<file path="config.mk">
export PLATFORM = sky130hd
export DESIGN_NAME = lhbi_mul
export DESIGN_NICKNAME = d
export VERILOG_FILES = /design/src/lsh_hash_to_bucket_index_defines.svh /design/src/lhbi_pkg.sv /design/src/lhbi_mul.sv
export SDC_FILE = /design/constraint.sdc
export NUM_CORES = 1
export LEC_CHECK = 0
export BUFFER_PORTS_ARGS = -buffer_cell sky130_fd_sc_hd__buf_4
export CAP_MARGIN = 10
export CORE_MARGIN = 2
export CORE_UTILIZATION = 59
export DETAILED_ROUTE_END_ITERATION = 12
export GPL_TIMING_DRIVEN = 0
export PLACE_DENSITY = 0.84
export SKIP_LAST_GASP = 1
export SYNTH_ARGS = -nofsm -noshare
export SYNTH_HDL_FRONTEND = slang
export SYNTH_SLANG_ARGS = --single-unit
</file>
<file path="constraint.sdc">
create_clock -name clk_i -period 8.2 [get_ports clk_i]
set_input_delay 2.46 -clock clk_i [delete_from_list [all_inputs] [get_ports clk_i]]
set_output_delay 2.46 -clock clk_i [all_outputs]
set_load 0.005 [all_outputs]
</file>
<file path="src/lsh_hash_to_bucket_index_defines.svh">
// ----------------------------------------------------------------------------
// LSH bucket index combiner - assertion macros
// Shared concurrent assertion forms, clocked on the rising edge and
// disabled while reset is asserted.
// ----------------------------------------------------------------------------
`ifndef LSH_HASH_TO_BUCKET_INDEX_DEFINES_SVH
`define LSH_HASH_TO_BUCKET_INDEX_DEFINES_SVH

// same-cycle implication
`define LHBI_ASSERT_IMP(label, clk, rst_n, ante, cons, msg) \
  label: assert property (@(posedge clk) disable iff (!rst_n) (ante) |-> (cons)) \
    else $error(msg);

// next-cycle implication
`define LHBI_ASSERT_NEXT(label, clk, rst_n, ante, cons, msg) \
  label: assert property (@(posedge clk) disable iff (!rst_n) (ante) |=> (cons)) \
    else $error(msg);

`endif

</file>
<file path="src/lhbi_pkg.sv">
// ----------------------------------------------------------------------------
// LSH bucket index combiner - package
// Widths, limits, register indexes, mode and command codes.
// ----------------------------------------------------------------------------
package lhbi_pkg;

  localparam int unsigned WORD_W    = 32;
  localparam int unsigned MIX_W     = 31;
  localparam int unsigned MIX_DEPTH = 1024;
  localparam int unsigned MIX_AW    = $clog2(MIX_DEPTH);
  localparam int unsigned MIX_SHIFT = 13;
  localparam int unsigned HPOS_W    = 4;
  localparam int unsigned TPOS_W    = 6;
  localparam int unsigned K_W       = 5;
  localparam int unsigned L_W       = 7;
  localparam int unsigned RB_W      = 5;
  localparam int unsigned SH_W      = 5;
  localparam int unsigned MODE_W    = 3;

  // count limits
  localparam logic [K_W-1:0] K_MAX = 5'd16;
  localparam logic [L_W-1:0] L_MAX = 7'd64;

  // configuration port
  localparam int unsigned CFG_IDX_W  = 3;
  localparam int unsigned CFG_DATA_W = 7;

  localparam logic [CFG_IDX_W-1:0] CFG_MODE      = 3'd0;
  localparam logic [CFG_IDX_W-1:0] CFG_HASHES    = 3'd1;
  localparam logic [CFG_IDX_W-1:0] CFG_TABLES    = 3'd2;
  localparam logic [CFG_IDX_W-1:0] CFG_RANGE     = 3'd3;
  localparam logic [CFG_IDX_W-1:0] CFG_WTA_SHIFT = 3'd4;

  // register reset values
  localparam logic [MODE_W-1:0] RST_MODE      = 3'd0;
  localparam logic [K_W-1:0]    RST_HASHES    = 5'd6;
  localparam logic [L_W-1:0]    RST_TABLES    = 7'd50;
  localparam logic [RB_W-1:0]   RST_RANGE     = 5'd9;
  localparam logic [SH_W-1:0]   RST_WTA_SHIFT = 5'd2;

  // modes; codes from four up all mix, only top-k masks
  localparam logic [MODE_W-1:0] MODE_SIMHASH = 3'd0;
  localparam logic [MODE_W-1:0] MODE_WTA     = 3'd1;
  localparam logic [MODE_W-1:0] MODE_DWTA    = 3'd2;
  localparam logic [MODE_W-1:0] MODE_TOPK    = 3'd3;

  // input commands
  localparam logic CMD_LOAD = 1'b0;
  localparam logic CMD_HASH = 1'b1;

endpackage

</file>
<file path="src/lhbi_mul.sv">
// ----------------------------------------------------------------------------
// LSH bucket index combiner - shared multiplier
// 32x32 multiply, low word kept, product registered.
// ----------------------------------------------------------------------------
module lhbi_mul (
  input  logic                         clk_i,
  input  logic                         en_i,
  input  logic [lhbi_pkg::WORD_W-1:0]  a_i,
  input  logic [lhbi_pkg::WORD_W-1:0]  b_i,
  output logic [lhbi_pkg::WORD_W-1:0]  prod_o
);
  import lhbi_pkg::*;

  logic [WORD_W-1:0] prod_q;

  always_ff @(posedge clk_i) begin
    if (en_i) begin
      prod_q <= a_i * b_i;  // modulo 2^32
    end
  end

  assign prod_o = prod_q;

endmodule

</file>
==> impl_metrics.py, run 1 <==
metrics = {
    "status": {
        "run_status": "finished with violations",
        "failed_checks": "setup timing",
    },
    "logic_synthesis": {
        "synth_enable_flop_cells": 32,
        "synth_compound_area_share_pct": 3.13,
        "synth_top_cell_area_share_pct": 48.8,
        "synth.lib_cells_used.distinct": 38,
        "largest_family_of_logic_cells_by_synthesized_area": "adder cells",
        "ys_top_cells_by_count": "fa_1 (408), and2_1 (367), inv_1 (362), nand2_1 (179), ha_1 (123)",
        "synth.avg_cell_area_um2": 9.58,
        "synthXorXnorAreaFrac_pct": 4.50,
        "async_reset_ff_share_pct": 0,
        "yosys_warnings": 0,
        "ys_dominant_reg_cell": "edfxtp_1",
        "synth_seq_area_share_pct": 5.75,
        "postSynthNetCount": 2342,
        "synth_fa_ha_area_share_pct": 58.0,
        "post_synth_and_or_nand_nor_area_fraction_pct": 18.6,
        "netlist.top_cell.by_area": "fa_1",
        "synth-seq-cells": 32,
        "postSynthCellCount": 1745,
        "yosys-mux-area-fraction_pct": 0,
        "most_instantiated_library_cell_after_synthesis": "fa_1",
        "synth_area_leaders": "fa_1 (49%), and2_1 (14%), ha_1 (9.2%), inv_1 (8.1%), edfxtp_1 (5.7%)",
        "post_synth_instance_area_um2": 16700,
    },
    "grt": {
        "grt_start_max_net_pins": 33,
        "grt_usage_pct": 37.3,
        "grt_antenna_before_repair": 0,
        "global_route.overflow_total": 0,
        "number_of_global_route_vias_before_repair": 14300,
        "wire_length_of_the_first_global_routing_pass_um": 80200,
    },
    "timing": {
        "period_minus_slack_ps": 8930,
        "rsz0062_at_grt": "true",
        "post-route-worst-setup-slack_ps": -733,
        "clock.fmax_mhz": 112,
        "finalHoldViolations": 0,
        "final-setup-viol-count": 18,
        "worst-slew-pin-transition_ps": 781,
        "fin_worst_hold_slack_ps": 2500,
        "period_share_pct": 109,
        "relSlewSlack_pct": 48.0,
        "maxSlewViolCount": 0,
    },
    "detailed_routing": {
        "post-route-drc-count": 0,
        "antenna_left": 0,
        "drt_first_iter_violations": 1227,
        "drt_pre_antenna_iters": 5,
        "wire_per_inst_um": 24.4,
        "dr_total_vias": 13200,
        "drt-vias-per-instance": 5.78,
        "detail_route.wirelength_um": 55700,
    },
    "clocking": {
        "tritoncts": "yes",
        "clkSlewWorstSetupHoldPaths_ps": 50,
        "postCtsHoldBufs": 0,
        "ctsRootBufferMaster": "clkbuf_16",
        "htreeDepth": 2,
        "cts-root-to-sink-buffers": 2,
        "cts_num_sinks": 32,
        "tritoncts.num_buffers": 5,
    },
    "layout": {
        "max_reg_flops": 32,
        "fin_nets": 2501,
        "layout-drive-gt1-share_pct": 18.2,
        "area_delta_synth_final_pct": 18.8,
        "num_antenna_cells": 0,
    },
    "floorplanning": {
        "io_pins": 98,
        "dieWidth_um": 172,
        "initial_core_util_pct": 60.0,
        "floorplan.rows": 61,
        "die_height_um": 172,
        "core_area_um2": 27900,
        "design.die.area_um2": 29700,
    },
    "setup_path": {
        "critical_path_s_most_frequent_cell": "fa_1",
        "worstPathCellList": "buf_8, clkbuf_16, buf_4, buf_4, and2_4, fa_1, inv_2, fa_2, fa_1, fa_1, inv_2, ha_4, ha_4, fa_1, fa_1, ha_1, nand2_1, a2111oi_4, a211oi_4, buf_4, o31ai_4, xnor2_1",
        "worst_path_max_delay_cell": "a2111oi_4",
        "critPathKind": "primary input to flip-flop",
        "cpLargestDelayFamily": "adder cells",
        "worstPathRequired_ps": 8240,
        "worstPathMaxFanout": 6,
        "critical-path-max-stage-delay_ps": 620,
        "arrival_time_worst_endpoint_ps": 8970,
        "timing.critical_path.to_type": "flip-flop",
        "crit_buf_inv": 7,
        "cp-start-kind": "primary input",
    },
    "run": {
        "max-cap-violations": 0,
    },
    "placed_design": {
        "place.detailed.hpwl_um": 42000,
        "place_congestion": 0.972,
        "io_buffers": 95,
    },
    "hold_path": {
        "hp-class": "primary input to flip-flop",
    },
}
-- kinds of logic after synthesis --
family,count (synthesis)
AND/OR/NAND/NOR,573
adder cells (fa/ha/maj),531
buffers and inverters,444
XOR/XNOR,86
AO/OA/AOI/OAI,79
flip-flops,32
-- final timing paths --
kind	to	startpoint	cells after the start	slack, ps
worst min-delay path	prod_o[0]$_DFFE_PP_	b_i[0]	2	2500
worst max-delay path	prod_o[31]$_DFFE_PP_	b_i[2]	22	-730
-- cell usage in the layout (no fill, tap or decap), drive strengths merged, types with 10 or more instances in the layout --
master,instances
o21ai,16
xor2,17
ha,123
edfxtp,32
xnor2,69
clkbuf,68
and2,367
nor2,10
inv,362
a21oi,26
buf,171
fa,408
nand2,179
-- through the flow --
step | instance area [um^2] | util (%) | worst slack [ps] | cells | setup TNS (ps)
global route | 19900 | 71.3 | -788 | 2282 | -10390
CTS | 19300 | 69.4 | -472 | 2258 | -3950
floorplan | 16900 | - | -267 | 1745 | -1220
finish | 19900 | 71.3 | -733 | 2282 | -8940
global placement | 18100 | 64.9 | -1330 | 2218 | -17190
detailed placement | 18100 | 64.9 | -1360 | 2218 | -18600
-- final cells by class --
type / count / area [um^2]
multi-input cells: 1269 / 14900
fillers: 1983 / 7990
inverters: 362 / 1360
repair buffers: 159 / 1270
flip-flops and latches: 32 / 961
plain buffers: 75 / 798
well taps: 378 / 473
clock buffers: 5 / 125
clock inverters: 2 / 7.51
-- per-layer routing --
layer / GRT usage [%] / part of all wire, % / vias up
met1: 45.1 / 35 / 6686
met5: 0 / 0 / -
met4: 22.5 / 7.5 / 0
li1: - / - / 5406
met2: 60.4 / 46 / 861
met3: 9.61 / 12 / 247
-- timing repair --
action	4_1_cts	5_1_grt
pin swaps	65	83
buffers inserted	40	27
endpoints found under the setup margin	20	19
resized for setup	205	97
hold endpoints to repair	0	0
Power of run 1 is not shown: default switching activity piles up to over one toggle a cycle in this logic, so the estimate is an artifact.
==> run 2: changes to the inputs <==
--- a/config.mk
+++ b/config.mk
@@ -11,7 +11,9 @@
 export CORE_UTILIZATION = 59
 export DETAILED_ROUTE_END_ITERATION = 12
 export GPL_TIMING_DRIVEN = 0
+export MAX_ROUTING_LAYER = met4
 export PLACE_DENSITY = 0.84
+export SKIP_CTS_REPAIR_TIMING = 1
 export SKIP_LAST_GASP = 1
 export SYNTH_ARGS = -nofsm -noshare
 export SYNTH_HDL_FRONTEND = slang
==> run 2 against run 1 <==
Against the previous run:
- the flow still finishes with violations (setup timing)
- worst hold slack better by 24 ps
- worst setup slack improved by 180 ps
- maximum frequency is 2.1% higher
- clock-buffer cell count unchanged
- design area down 2.2%
- critical path depth unchanged
- via count decreased by 2.0%
- sequential share of layout area is 0.11 points higher
- utilization down 1.6 points
- global-route usage fell by 0.33 points
- critical path type unchanged
==> impl_metrics.py, run 2 (same netlist as run 1, synthesis figures left out) <==
metrics = {
    "status": {
        "failed_checks": "setup timing",
        "run_status": "finished with violations",
    },
    "floorplanning": {
        "dieWidth_um": 172,
        "design.die.area_um2": 29700,
        "die_height_um": 172,
        "core_area_um2": 27900,
        "floorplan.rows": 61,
        "initial_core_util_pct": 60.0,
        "io_pins": 98,
    },
    "layout": {
        "layout-drive-gt1-share_pct": 16.1,
        "design_area_um2": 19400,
        "layout.cells.most_common_list": "fa_1 (395), and2_1 (354), inv_1 (352), nand2_1 (176), buf_4 (129)",
        "area_delta_synth_final_pct": 16.2,
        "num_antenna_cells": 0,
        "fin_nets": 2483,
        "layoutNonFillerInstCount": 2264,
        "max_reg_flops": 32,
        "final_common_cell": "fa_1",
    },
    "detailed_routing": {
        "antenna_left": 0,
        "wire_per_inst_um": 23.3,
        "dr_total_vias": 12900,
        "drt_first_iter_violations": 1146,
        "post-route-drc-count": 0,
        "drt-vias-per-instance": 5.72,
        "drt_pre_antenna_iters": 5,
        "detail_route.wirelength_um": 52700,
    },
    "setup_path": {
        "arrival_time_worst_endpoint_ps": 8790,
        "cp-start-kind": "primary input",
        "worstPathMaxFanout": 10,
        "timing.critical_path.to_type": "flip-flop",
        "critical_path_s_most_frequent_cell": "fa_1",
        "crit_buf_inv": 6,
        "worst_path_max_delay_cell": "fa_1",
        "worstPathCellList": "buf_6, buf_4, and2_1, fa_1, inv_1, fa_1, fa_1, inv_1, fa_1, inv_1, fa_1, inv_1, fa_1, fa_1, fa_1, ha_2, nand4_1, a2bb2oi_2, o211ai_4, a31o_1, a21oi_2, xnor2_1",
        "critPathKind": "primary input to flip-flop",
        "critical-path-max-stage-delay_ps": 560,
        "worstPathRequired_ps": 8230,
        "cpLargestDelayFamily": "adder cells",
    },
    "placed_design": {
        "placed_cells_incl_taps": 2218,
        "io_buffers": 95,
        "place_congestion": 0.994,
        "placedInstanceArea_um2": 18100,
        "post-place-ws_ps": -1400,
        "place.detailed.hpwl_um": 42100,
    },
    "timing": {
        "period_share_pct": 107,
        "clock.fmax_mhz": 114,
        "rsz0062_at_grt": "true",
        "worst-slew-pin-transition_ps": 796,
        "relSlewSlack_pct": 47.0,
        "finalHoldViolations": 0,
        "maxSlewViolCount": 0,
        "post-route-worst-setup-slack_ps": -552,
        "period_minus_slack_ps": 8750,
        "fin_setup_tns_ps": -4590,
        "final-setup-viol-count": 15,
    },
    "clocking": {
        "tritoncts": "yes",
        "htreeDepth": 2,
        "cts-root-to-sink-buffers": 2,
        "ctsRootBufferMaster": "clkbuf_16",
        "clkSlewWorstSetupHoldPaths_ps": 50,
        "cts_num_sinks": 32,
        "tritoncts.num_buffers": 5,
    },
    "hold_path": {
        "hp-class": "primary input to flip-flop",
        "holdPathStages": 2,
        "whs_endpoint": "prod_o[0]$_DFFE_PP_",
        "start_point_of_the_worst_hold_path": "b_i[0]",
    },
    "grt": {
        "grt_antenna_before_repair": 1,
        "wire_length_of_the_first_global_routing_pass_um": 77200,
        "grt_usage_pct": 37.0,
        "grt_start_max_net_pins": 33,
        "number_of_global_route_vias_before_repair": 13800,
        "global_route.overflow_total": 0,
    },
    "run": {
        "max-cap-violations": 0,
    },
}
-- run 2: area by class of cell --
| cell class | count | area, um^2 |
|---|---|---|
| Clock buffer | 5 | 125 |
| Buffer | 77 | 731 |
| Inverter | 362 | 1360 |
| Clock inverter | 2 | 7.51 |
| Sequential cell | 32 | 961 |
| Multi-Input combinational cell | 1269 | 14600 |
| Timing Repair Buffer | 139 | 1200 |
| Tap cell | 378 | 473 |
| Fill cell | 2076 | 8430 |
-- run 2: worst max-delay path by stage --
stage,cells after the start,slack [ps],end,start
finish,22,-550,prod_o[30]$_DFFE_PP_,b_i[8]
global route,24,-660,prod_o[30]$_DFFE_PP_,a_i[5]
CTS,25,-1090,prod_o[30]$_DFFE_PP_,b_i[4]
detailed placement,24,-1400,prod_o[29]$_DFFE_PP_,b_i[4]
global placement,22,-1310,prod_o[29]$_DFFE_PP_,a_i[12]
floorplan,24,-270,prod_o[30]$_DFFE_PP_,b_i[3]
-- run 2: through the flow --
step / utilization [%] / hold WS, ps
2_1_floorplan: - / 2570
3_3_place_gp: 64.9 / 2820
3_5_place_dp: 64.9 / 2830
4_1_cts: 65.3 / 2530
5_1_grt: 69.7 / 2540
6_report: 69.7 / 2530
-- run 2: per-layer routing --
metal,GRT usage (%),share of wire (%),vias to the layer above,wire [um]
met2,60.7,48,732,25200
li1,-,-,5374,-
met1,46.0,37,6632,19300
met5,-,0,-,0
met3,5.06,9.5,201,5000
met4,17.0,6.0,0,3140
Power of run 2 is left out for the same reason.
